File: src/hdl/spgrm_pkg.sv
// ----------------------------------------------------------------------------
// spgrm_pkg
// Shared widths, mode codes, controller/datapath bundles and pan helpers for
// the stereo pan gain ramp mixer.
// ----------------------------------------------------------------------------
package spgrm_pkg;

  // field widths
  localparam int PAN_W  = 16;
  localparam int VOL_W  = 17;
  localparam int LEN_W  = 13;
  localparam int SMP_W  = 16;
  localparam int ACC_W  = 32;
  localparam int FACT_W = 16;
  localparam int GAIN_W = 17;
  localparam int PROD_W = SMP_W + GAIN_W + 1;

  // longest ramp
  localparam int MAX_BLOCK = 4096;
  localparam logic [LEN_W-1:0] MAX_LEN = LEN_W'(MAX_BLOCK);

  // ramp divider: one quotient bit per step
  localparam int DIV_STEPS = GAIN_W;
  localparam int DIVCNT_W  = $clog2(DIV_STEPS + 1);

  // unity pan factor in Q15
  localparam logic [FACT_W-1:0] FACT_ONE = 16'h8000;

  // item modes
  localparam logic [1:0] MODE_SET   = 2'd0;
  localparam logic [1:0] MODE_BEGIN = 2'd1;
  localparam logic [1:0] MODE_MIX   = 2'd2;

  // controller to datapath
  typedef struct packed {
    logic capture;
    logic set_pan;
    logic gain_sel_new;
    logic old_load;
    logic new_load;
    logic div_init;
    logic div_step;
    logic block_commit;
    logic gain_load;
    logic prod_load;
    logic out_load;
  } dp_cmd_t;

  // datapath to controller
  typedef struct packed {
    logic [1:0] mode;
    logic       count_zero;
    logic       samples_zero;
    logic       out_free;
  } dp_sts_t;

  // left pan factor: attenuated when panned right
  function automatic logic [FACT_W-1:0] factor_left(input logic signed [PAN_W-1:0] p);
    logic [FACT_W-1:0] f;
    if (!p[PAN_W-1] && (p != '0)) f = FACT_ONE - FACT_W'(p);
    else f = FACT_ONE;
    return f;
  endfunction

  // right pan factor: attenuated when panned left
  function automatic logic [FACT_W-1:0] factor_right(input logic signed [PAN_W-1:0] p);
    logic [FACT_W-1:0] f;
    if (p[PAN_W-1]) f = FACT_ONE + FACT_W'(p);
    else f = FACT_ONE;
    return f;
  endfunction

endpackage

File: src/hdl/stereo_pan_gain_ramp_mixer_top.sv
// ----------------------------------------------------------------------------
// stereo_pan_gain_ramp_mixer_top
// Mixes a mono sample into a stereo accumulator pair with pan and a linear
// gain ramp; one sequencer drives one datapath.
// ----------------------------------------------------------------------------
// mix item: gain, multiply, add (waits for free output); next item taken after add
// begin-block item: old gains, new gains, 17-step restoring ramp divide, commit
// set item and ignored items: handled at accept, no sequencer steps follow
// a result waiting in the output register does not hold off the next item
// synchronous reset: ramp gains and pan history clear, ramp length is one,
// no block open, output empty
module stereo_pan_gain_ramp_mixer_top (
  input  logic                                 clk,
  input  logic                                 rst,
  input  logic                                 in_valid,
  output logic                                 in_ready,
  input  logic [1:0]                           mode,
  input  logic signed [spgrm_pkg::PAN_W-1:0]   pan,
  input  logic [spgrm_pkg::VOL_W-1:0]          volume,
  input  logic [spgrm_pkg::LEN_W-1:0]          block_length,
  input  logic [spgrm_pkg::LEN_W-1:0]          sample_count,
  input  logic signed [spgrm_pkg::SMP_W-1:0]   sample,
  input  logic signed [spgrm_pkg::ACC_W-1:0]   left_in,
  input  logic signed [spgrm_pkg::ACC_W-1:0]   right_in,
  output logic                                 out_valid,
  input  logic                                 out_ready,
  output logic signed [spgrm_pkg::ACC_W-1:0]   left_out,
  output logic signed [spgrm_pkg::ACC_W-1:0]   right_out,
  output logic                                 last
);
  import spgrm_pkg::*;

  dp_cmd_t cmd;
  dp_sts_t sts;

  // sequencer
  spgrm_ctrl u_ctrl (
    .clk      (clk),
    .rst      (rst),
    .in_valid (in_valid),
    .in_ready (in_ready),
    .cmd      (cmd),
    .sts      (sts)
  );

  // datapath
  spgrm_dp u_dp (
    .clk          (clk),
    .rst          (rst),
    .cmd          (cmd),
    .sts          (sts),
    .mode         (mode),
    .pan          (pan),
    .volume       (volume),
    .block_length (block_length),
    .sample_count (sample_count),
    .sample       (sample),
    .left_in      (left_in),
    .right_in     (right_in),
    .left_out     (left_out),
    .right_out    (right_out),
    .last         (last),
    .out_valid    (out_valid),
    .out_ready    (out_ready)
  );

endmodule

File: src/hdl/spgrm_ctrl.sv
// ----------------------------------------------------------------------------
// spgrm_ctrl
// Sequencer for the mixer: accepts items, runs the block setup (gains and
// ramp divide) and the per-sample gain, multiply and accumulate steps.
// ----------------------------------------------------------------------------
module spgrm_ctrl (
  input  logic                clk,
  input  logic                rst,
  input  logic                in_valid,
  output logic                in_ready,
  output spgrm_pkg::dp_cmd_t  cmd,
  input  spgrm_pkg::dp_sts_t  sts
);
  import spgrm_pkg::*;

  typedef enum logic [3:0] {
    S_IDLE, S_OLDG, S_NEWG, S_DINIT, S_DIV, S_COMMIT, S_GAIN, S_MUL, S_OUT
  } state_t;

  state_t              state;
  state_t              state_next;
  logic [DIVCNT_W-1:0] div_cnt;
  logic                accept;

  assign in_ready = (state == S_IDLE);
  assign accept   = in_valid && in_ready;

  // command decode and next state
  always_comb begin
    cmd        = '0;
    state_next = state;
    case (state)
      S_IDLE: begin
        cmd.capture = accept;
        cmd.set_pan = accept && (sts.mode == MODE_SET);
        if (accept && (sts.mode == MODE_BEGIN) && !sts.count_zero) state_next = S_OLDG;
        if (accept && (sts.mode == MODE_MIX) && !sts.samples_zero) state_next = S_GAIN;
      end
      S_OLDG: begin
        cmd.old_load = 1'b1;
        state_next   = S_NEWG;
      end
      S_NEWG: begin
        cmd.gain_sel_new = 1'b1;
        cmd.new_load     = 1'b1;
        state_next       = S_DINIT;
      end
      S_DINIT: begin
        cmd.div_init = 1'b1;
        state_next   = S_DIV;
      end
      S_DIV: begin
        cmd.div_step = 1'b1;
        if (div_cnt == DIVCNT_W'(DIV_STEPS - 1)) state_next = S_COMMIT;
      end
      S_COMMIT: begin
        cmd.block_commit = 1'b1;
        state_next       = S_IDLE;
      end
      S_GAIN: begin
        cmd.gain_load = 1'b1;
        state_next    = S_MUL;
      end
      S_MUL: begin
        cmd.prod_load = 1'b1;
        state_next    = S_OUT;
      end
      S_OUT: begin
        cmd.out_load = sts.out_free;
        if (sts.out_free) state_next = S_IDLE;
      end
      default: state_next = S_IDLE;
    endcase
  end

  // state and divide step counter
  always_ff @(posedge clk) begin
    if (rst) begin
      state   <= S_IDLE;
      div_cnt <= '0;
    end else begin
      state <= state_next;
      if (state == S_DINIT) div_cnt <= '0;
      else if (state == S_DIV) div_cnt <= div_cnt + 1'b1;
    end
  end

  // a result is only written into a free output slot
  a_out_free: assert property (@(posedge clk) disable iff (rst)
    cmd.out_load |-> sts.out_free) else $error("output overwritten");

  // divide never runs past its step count
  a_div_bound: assert property (@(posedge clk) disable iff (rst)
    (state == S_DIV) |-> (div_cnt < DIVCNT_W'(DIV_STEPS))) else $error("divide overrun");

  // a mix item in an open block starts the sample sequence
  a_mix_start: assert property (@(posedge clk) disable iff (rst)
    (accept && (sts.mode == MODE_MIX) && !sts.samples_zero) |=> (state == S_GAIN))
    else $error("mix item dropped");

endmodule

File: src/hdl/spgrm_dp.sv
// ----------------------------------------------------------------------------
// spgrm_dp
// Datapath: item registers, pan gain multipliers, restoring ramp divider,
// incremental ramp accumulators, sample multiply and output register.
// ----------------------------------------------------------------------------
module spgrm_dp (
  input  logic                                 clk,
  input  logic                                 rst,
  input  spgrm_pkg::dp_cmd_t                   cmd,
  output spgrm_pkg::dp_sts_t                   sts,
  input  logic [1:0]                           mode,
  input  logic signed [spgrm_pkg::PAN_W-1:0]   pan,
  input  logic [spgrm_pkg::VOL_W-1:0]          volume,
  input  logic [spgrm_pkg::LEN_W-1:0]          block_length,
  input  logic [spgrm_pkg::LEN_W-1:0]          sample_count,
  input  logic signed [spgrm_pkg::SMP_W-1:0]   sample,
  input  logic signed [spgrm_pkg::ACC_W-1:0]   left_in,
  input  logic signed [spgrm_pkg::ACC_W-1:0]   right_in,
  output logic signed [spgrm_pkg::ACC_W-1:0]   left_out,
  output logic signed [spgrm_pkg::ACC_W-1:0]   right_out,
  output logic                                 last,
  output logic                                 out_valid,
  input  logic                                 out_ready
);
  import spgrm_pkg::*;

  // captured item
  logic signed [PAN_W-1:0] it_pan;
  logic [VOL_W-1:0]        it_vol;
  logic [LEN_W-1:0]        it_len;
  logic [LEN_W-1:0]        it_cnt;
  logic signed [SMP_W-1:0] it_smp;
  logic signed [ACC_W-1:0] it_left;
  logic signed [ACC_W-1:0] it_right;
  logic [LEN_W-1:0]        len_clamp;
  logic [LEN_W-1:0]        cnt_clamp;

  // pan and volume history
  logic signed [PAN_W-1:0] last_pan;
  logic [VOL_W-1:0]        last_vol;

  // block setup
  logic [GAIN_W-1:0]       g_old_l, g_old_r, g_new_l, g_new_r;
  logic [2*FACT_W:0]       mul_l, mul_r;
  logic signed [PAN_W-1:0] mpan;
  logic [VOL_W-1:0]        mvol;
  logic signed [GAIN_W:0]  delta_l, delta_r;
  logic                    div_neg_l, div_neg_r;
  logic [GAIN_W-1:0]       div_q_l, div_q_r;
  logic [LEN_W-1:0]        div_rem_l, div_rem_r;
  logic [LEN_W:0]          trial_l, trial_r;
  logic                    ge_l, ge_r;

  // ramp state
  logic [GAIN_W-1:0]       start_l, start_r;
  logic                    neg_l, neg_r;
  logic [GAIN_W-1:0]       step_q_l, step_q_r;
  logic [LEN_W-1:0]        step_r_l, step_r_r;
  logic [GAIN_W-1:0]       acc_q_l, acc_q_r;
  logic [LEN_W-1:0]        acc_r_l, acc_r_r;
  logic [LEN_W:0]          rsum_l, rsum_r;
  logic                    wrap_l, wrap_r;
  logic [LEN_W-1:0]        ramp_len;
  logic [LEN_W-1:0]        samples_left;

  // per sample
  logic signed [GAIN_W:0]   gain_l, gain_r;
  logic signed [PROD_W-1:0] prod_l, prod_r;
  logic signed [ACC_W-1:0]  add_l, add_r;

  // length and count saturation
  always_comb begin
    if (block_length == '0) len_clamp = LEN_W'(1);
    else if (block_length > MAX_LEN) len_clamp = MAX_LEN;
    else len_clamp = block_length;
    cnt_clamp = (sample_count > len_clamp) ? len_clamp : sample_count;
  end

  // status
  assign sts.mode         = mode;
  assign sts.count_zero   = (sample_count == '0);
  assign sts.samples_zero = (samples_left == '0);
  assign sts.out_free     = !out_valid || out_ready;

  // pan gain multipliers, old or new pan/volume
  assign mpan  = cmd.gain_sel_new ? it_pan : last_pan;
  assign mvol  = cmd.gain_sel_new ? it_vol : last_vol;
  assign mul_l = (2*FACT_W+1)'(factor_left(mpan)) * (2*FACT_W+1)'(mvol);
  assign mul_r = (2*FACT_W+1)'(factor_right(mpan)) * (2*FACT_W+1)'(mvol);

  // gain change and divider step
  assign delta_l = $signed({1'b0, g_new_l}) - $signed({1'b0, g_old_l});
  assign delta_r = $signed({1'b0, g_new_r}) - $signed({1'b0, g_old_r});
  assign trial_l = {div_rem_l, div_q_l[GAIN_W-1]};
  assign trial_r = {div_rem_r, div_q_r[GAIN_W-1]};
  assign ge_l    = (trial_l >= {1'b0, it_len});
  assign ge_r    = (trial_r >= {1'b0, it_len});

  // ramp remainder step
  assign rsum_l = {1'b0, acc_r_l} + {1'b0, step_r_l};
  assign rsum_r = {1'b0, acc_r_r} + {1'b0, step_r_r};
  assign wrap_l = (rsum_l >= {1'b0, ramp_len});
  assign wrap_r = (rsum_r >= {1'b0, ramp_len});

  // scaled sample, floor of product over 65536
  assign add_l = ACC_W'(prod_l >>> 16);
  assign add_r = ACC_W'(prod_r >>> 16);

  // item capture and setup registers
  always_ff @(posedge clk) begin
    if (cmd.capture) begin
      it_pan   <= pan;
      it_vol   <= volume;
      it_len   <= len_clamp;
      it_cnt   <= cnt_clamp;
      it_smp   <= sample;
      it_left  <= left_in;
      it_right <= right_in;
    end
    if (cmd.old_load) begin
      g_old_l <= mul_l[2*FACT_W-1:FACT_W-1];
      g_old_r <= mul_r[2*FACT_W-1:FACT_W-1];
    end
    if (cmd.new_load) begin
      g_new_l <= mul_l[2*FACT_W-1:FACT_W-1];
      g_new_r <= mul_r[2*FACT_W-1:FACT_W-1];
    end
    if (cmd.div_init) begin
      div_neg_l <= delta_l[GAIN_W];
      div_neg_r <= delta_r[GAIN_W];
      div_q_l   <= delta_l[GAIN_W] ? GAIN_W'(-delta_l) : GAIN_W'(delta_l);
      div_q_r   <= delta_r[GAIN_W] ? GAIN_W'(-delta_r) : GAIN_W'(delta_r);
      div_rem_l <= '0;
      div_rem_r <= '0;
    end else if (cmd.div_step) begin
      div_q_l   <= {div_q_l[GAIN_W-2:0], ge_l};
      div_q_r   <= {div_q_r[GAIN_W-2:0], ge_r};
      div_rem_l <= ge_l ? LEN_W'(trial_l - {1'b0, it_len}) : LEN_W'(trial_l);
      div_rem_r <= ge_r ? LEN_W'(trial_r - {1'b0, it_len}) : LEN_W'(trial_r);
    end
    if (cmd.gain_load) begin
      gain_l <= neg_l ? $signed({1'b0, start_l}) - $signed({1'b0, acc_q_l})
                      : $signed({1'b0, start_l}) + $signed({1'b0, acc_q_l});
      gain_r <= neg_r ? $signed({1'b0, start_r}) - $signed({1'b0, acc_q_r})
                      : $signed({1'b0, start_r}) + $signed({1'b0, acc_q_r});
    end
    if (cmd.prod_load) begin
      prod_l <= PROD_W'(it_smp) * PROD_W'(gain_l);
      prod_r <= PROD_W'(it_smp) * PROD_W'(gain_r);
    end
    if (cmd.out_load) begin
      left_out  <= it_left + add_l;
      right_out <= it_right + add_r;
      last      <= (samples_left == LEN_W'(1));
    end
  end

  // block state, ramp accumulators and output valid
  always_ff @(posedge clk) begin
    if (rst) begin
      last_pan     <= '0;
      last_vol     <= '0;
      start_l      <= '0;
      start_r      <= '0;
      neg_l        <= 1'b0;
      neg_r        <= 1'b0;
      step_q_l     <= '0;
      step_q_r     <= '0;
      step_r_l     <= '0;
      step_r_r     <= '0;
      acc_q_l      <= '0;
      acc_q_r      <= '0;
      acc_r_l      <= '0;
      acc_r_r      <= '0;
      ramp_len     <= LEN_W'(1);
      samples_left <= '0;
      out_valid    <= 1'b0;
    end else begin
      if (cmd.set_pan) begin
        last_pan <= pan;
        last_vol <= volume;
      end
      if (cmd.block_commit) begin
        last_pan     <= it_pan;
        last_vol     <= it_vol;
        start_l      <= g_old_l;
        start_r      <= g_old_r;
        neg_l        <= div_neg_l;
        neg_r        <= div_neg_r;
        step_q_l     <= div_q_l;
        step_q_r     <= div_q_r;
        step_r_l     <= div_rem_l;
        step_r_r     <= div_rem_r;
        acc_q_l      <= '0;
        acc_q_r      <= '0;
        acc_r_l      <= '0;
        acc_r_r      <= '0;
        ramp_len     <= it_len;
        samples_left <= it_cnt;
      end
      if (cmd.out_load) begin
        samples_left <= samples_left - 1'b1;
        acc_q_l <= acc_q_l + step_q_l + GAIN_W'(wrap_l);
        acc_q_r <= acc_q_r + step_q_r + GAIN_W'(wrap_r);
        acc_r_l <= wrap_l ? LEN_W'(rsum_l - {1'b0, ramp_len}) : LEN_W'(rsum_l);
        acc_r_r <= wrap_r ? LEN_W'(rsum_r - {1'b0, ramp_len}) : LEN_W'(rsum_r);
      end
      if (cmd.out_load) out_valid <= 1'b1;
      else if (out_ready) out_valid <= 1'b0;
    end
  end

  // every mixed sample consumes one count of the block
  a_count_down: assert property (@(posedge clk) disable iff (rst)
    cmd.out_load |=> (samples_left == $past(samples_left) - LEN_W'(1)))
    else $error("sample count not decremented");

  // ramp remainder stays below the ramp length
  a_rem_bound: assert property (@(posedge clk) disable iff (rst)
    !cmd.block_commit |=> (acc_r_l < ramp_len) && (acc_r_r < ramp_len))
    else $error("ramp remainder out of range");

  // a waiting result holds until it is taken
  a_out_hold: assert property (@(posedge clk) disable iff (rst)
    (out_valid && !out_ready) |=> out_valid && $stable(left_out) &&
                                  $stable(right_out) && $stable(last))
    else $error("result changed before accept");

endmodule

File: config.mk
export PLATFORM = sky130hd
export DESIGN_NAME = stereo_pan_gain_ramp_mixer_top
export DESIGN_NICKNAME = d
export VERILOG_FILES = /design/src/hdl/spgrm_pkg.sv /design/src/hdl/stereo_pan_gain_ramp_mixer_top.sv /design/src/hdl/spgrm_ctrl.sv /design/src/hdl/spgrm_dp.sv
export SDC_FILE = /design/constraint.sdc
export NUM_CORES = 2
export LEC_CHECK = 0
export ABC_AREA = 1
export BUFFER_PORTS_ARGS = -buffer_cell sky130_fd_sc_hd__buf_2
export CORE_UTILIZATION = 40
export DETAILED_ROUTE_END_ITERATION = 12
export PLACE_DENSITY = 0.64
export RECOVER_POWER = 50
export SKIP_LAST_GASP = 1
export SLEW_MARGIN = 10
export SYNTH_ARGS = -nofsm -noshare
export SYNTH_HDL_FRONTEND = slang
export SYNTH_SLANG_ARGS = --single-unit
File: constraint.sdc
create_clock -name clk -period 8.2 [get_ports clk]
set_clock_uncertainty 0.1 [all_clocks]
set_input_delay 1.23 -clock clk [delete_from_list [all_inputs] [get_ports clk]]
set_output_delay 1.23 -clock clk [all_outputs]
set_load 0.05 [all_outputs]
==> metrics.txt <==
max-slew headroom at the worst pin=-117%; final setup violation count=0; time the final worst path needs with I/O delays and setup=7.72 ns; flip-flop and latch area=roughly 16000 um^2; final sum of negative setup slack=0 ns; critical path launch point type=register; Yosys top cell by area=fa_1; ranking of synthesized cells by area=fa_1 27%, edfxtp_1 15%, ha_1 10%; number of detailed-route iterations in the first pass=6; footprint of the multi-input gates=49800 um^2; CTS HTree Levels=3; worst min-delay path class=register to register; share of flip-flops with an asynchronous set or reset after synthesis=0%; flop and latch count out of synthesis=around 630; layout-stage area growth over the synthesis result=8.90%; number of antenna violations at the first check in global routing=1; gate count after technology mapping=8996; # fillers=18.3k; met1 layer wirelength in the final routing=around 90 mm; xor-xnor portion of the synthesized cell area=under 10%; number of max-cap violations=14; clock tree from TritonCTS=built; combined buffer and inverter count along the critical path=8; placed cells=11.5k; average via count per standard cell=5.11; type of destination of the critical path=register; library cell appearing most often on the critical path=fa_1; Post-Synth Adder-Cell Area=between 30% and 40%; violated checks=max-capacitance violations, max-slew violations; post-synth net total=~11k; clock latency on the worst-skew pair=0.72 ns; post-route DRC violation count=0; leading cell type by number of instances after synthesis=inv_1; number of global-route vias before repair=62.2k; hold slack=0.362 ns; Critical Path Fanout Max=14; combined global-route utilization of all metal layers=between 20% and 30%; final hold violation count=0; remaining global-route overflow=0; top layer in use=met4; detailed-routed wire length on met3=~12 mm; slew at the pin closest to its max-slew limit=3.26 ns; Die Span X=433 um; post-synth design cell area=74300 um^2; unrepaired setup endpoints after global routing=no; CP Data Required Time=between 8 and 9 ns; kind of cell adding the most delay to the critical path=adder cells; post-route antenna net violation count=0; Root Buffer=clkbuf_16; cell type of the slowest stage on the worst timing path=fa_1; Compound-Gate Fraction of Synth Area=a little under a tenth; most used flip-flop cell after synthesis=edfxtp_1; category of the critical setup timing path=register to register; top cell type's share of synthesized area=27.1%; WL final=just over 200 mm; metal2 WL=between 90 and 100 mm; Reg clk slew, reported paths=approximately 0.060 ns; TritonCTS Buffers=just under 80; wire length of the first global-routing pass=around 330 mm; number of unique standard cell types used by synthesis=60; highest cell delay on the worst timing path=approximately 0.62 ns; Slew Viols, Final=slightly above 700; Avg Inst Size Synth=8.26 um^2; number of enable flip-flop cells after synthesis=380; fin cells=11.7k; Starting Density=between 40% and 50%; die outline area=roughly 190000 um^2; clock sink count=~630; Routability Congestion=about 0.94; antenna cell count=0; pin count of the biggest net entering global routing=180; number of primary I/O pins=212; most instantiated cells after synthesis=1883 x inv_1, 1855 x nand2_1, 1006 x fa_1; Yosys Warn Count=0; fraction of the mapped netlist area in simple logic gates=between 15 and 20%; final routed wire length divided by cell count=about 18 um; number of standard-cell rows in the floorplan=between 150 and 200; number of nets in the layout=roughly 11k; run status=complete, but fails checks; core region area=about 180000 um^2; number of design-rule violations left by the first detailed-router iteration=3825; Detailed Place HPWL=~170 mm; CP arrival=between 8 and 9 ns; Port-buffer cells=about 210; largest family of logic cells by synthesized area=adder cells; Max clock buf depth=3; final period utilization=94.1%; Fmax=approximately 130 MHz; routed vias=59.6k; sequential element share of the synthesized area=roughly 22%; overall die height=433 um; share of cells above drive strength 1=~5.2%; share of synthesized area spent on multiplexers=0%
## through the flow
stage	util [%]	setup slack (ns)	cell area, um^2
6_report	44.0	0.482	80900
5_1_grt	44.0	0.0233	80900
4_1_cts	44.0	0.128	80900
3_5_place_dp	42.6	-0.00531	78300
3_3_place_gp	42.6	0.0754	78300
2_1_floorplan	-	0.964	74300
## cell usage in the layout, fill, tap and decap left out, types with 9 or more instances in the layout
cell type | netlist | final
a21o_1 | 17 | 17
clkinvlp_4 | 0 | 14
inv_2 | 8 | 9
edfxtp_1 | 380 | 380
clkinv_2 | 1 | 14
nand4_1 | 52 | 52
a21oi_1 | 595 | 594
o21ai_0 | 431 | 427
nor3_1 | 78 | 77
fa_1 | 1006 | 1006
buf_2 | 8 | 106
o2111ai_1 | 10 | 10
nand3b_1 | 14 | 14
clkinv_1 | 11 | 16
nand3_1 | 206 | 205
dfxtp_1 | 251 | 250
o21ai_1 | 16 | 17
clkbuf_16 | 0 | 79
o21a_1 | 25 | 25
clkbuf_1 | 264 | 128
nand2_1 | 1855 | 1852
o211ai_1 | 18 | 18
nor2_2 | 8 | 10
or2_2 | 50 | 50
xnor2_1 | 110 | 110
ha_1 | 623 | 621
buf_4 | 2 | 115
nor2_1 | 651 | 645
o31ai_1 | 9 | 9
o22ai_1 | 9 | 9
a31oi_1 | 66 | 66
inv_1 | 1883 | 1874
a21boi_0 | 10 | 10
xor2_1 | 211 | 211
nor4_1 | 23 | 23
o21bai_1 | 19 | 19
## final timing paths
| path | from | to | slack (ns) | cells after the start |
|---|---|---|---|---|
| max | u_ctrl.state[0] | u_dp.g_new_l[14] | 0.48 | 31 |
| min | u_dp.start_l[0] | u_dp.start_l[0] | 0.36 | 2 |
| max reg2reg | u_ctrl.state[0] | u_dp.g_new_l[14] | 0.48 | 31 |
| min reg2reg | u_dp.start_l[0] | u_dp.start_l[0] | 0.36 | 2 |
## cells by family after synthesis
logic type	count (synthesis)
adders and majority gates	1629
AOI/OAI and AO/OA	1267
DFF	631
xor gates and xnor gates	322
buffers and inverters	2183
and+or+nand+nor	2964
## per-layer routing
layer / up-vias / global-route usage (%)
met5: - / 0
met4: 0 / 7.84
met3: 383 / 2.79
met2: 1811 / 38.0
met1: 29100 / 29.3
li1: 28300 / -
## state kept, by name (all words and copies together) (netlist names), 18 cells and up
register	cells
u_dp.it_left	32
u_dp.gain_r	18
u_dp.it_right	32
u_dp.gain_l	18
u_dp.left_out	32
u_dp.right_out	32
u_dp.prod_l	18
u_dp.prod_r	18
## final cells by class
cell class,count,area share (%)
multi-input combinational,6182,61.5
sequential,631,20.3
inverter,1903,8.86
tap,2464,3.81
clock buffer,95,2.57
timing repair buffer,341,2.32
clock inverter,49,0.621
timing repair inverter,1,0.00928
## repair_timing
item	in CTS	in global routing
pin swaps	0	2
cloned	0	1
hold buffers	0	0
setup buffers	0	16
resized for setup	1	33
setup endpoints to repair	4	32
## worst reg2reg max path, delay by kind of cell, from the launching register on
kind | cells | cell delay [ns]
simple gates | 11 | 1.83
xor+xnor | 1 | 0.16
buf+inv | 8 | 0.87
compound gates | 4 | 0.73
flops | 1 | 0.35
fa+ha+maj | 7 | 3.42
Power is not shown: default switching activity piles up to over one toggle a cycle in this logic, so the estimate is an artifact.
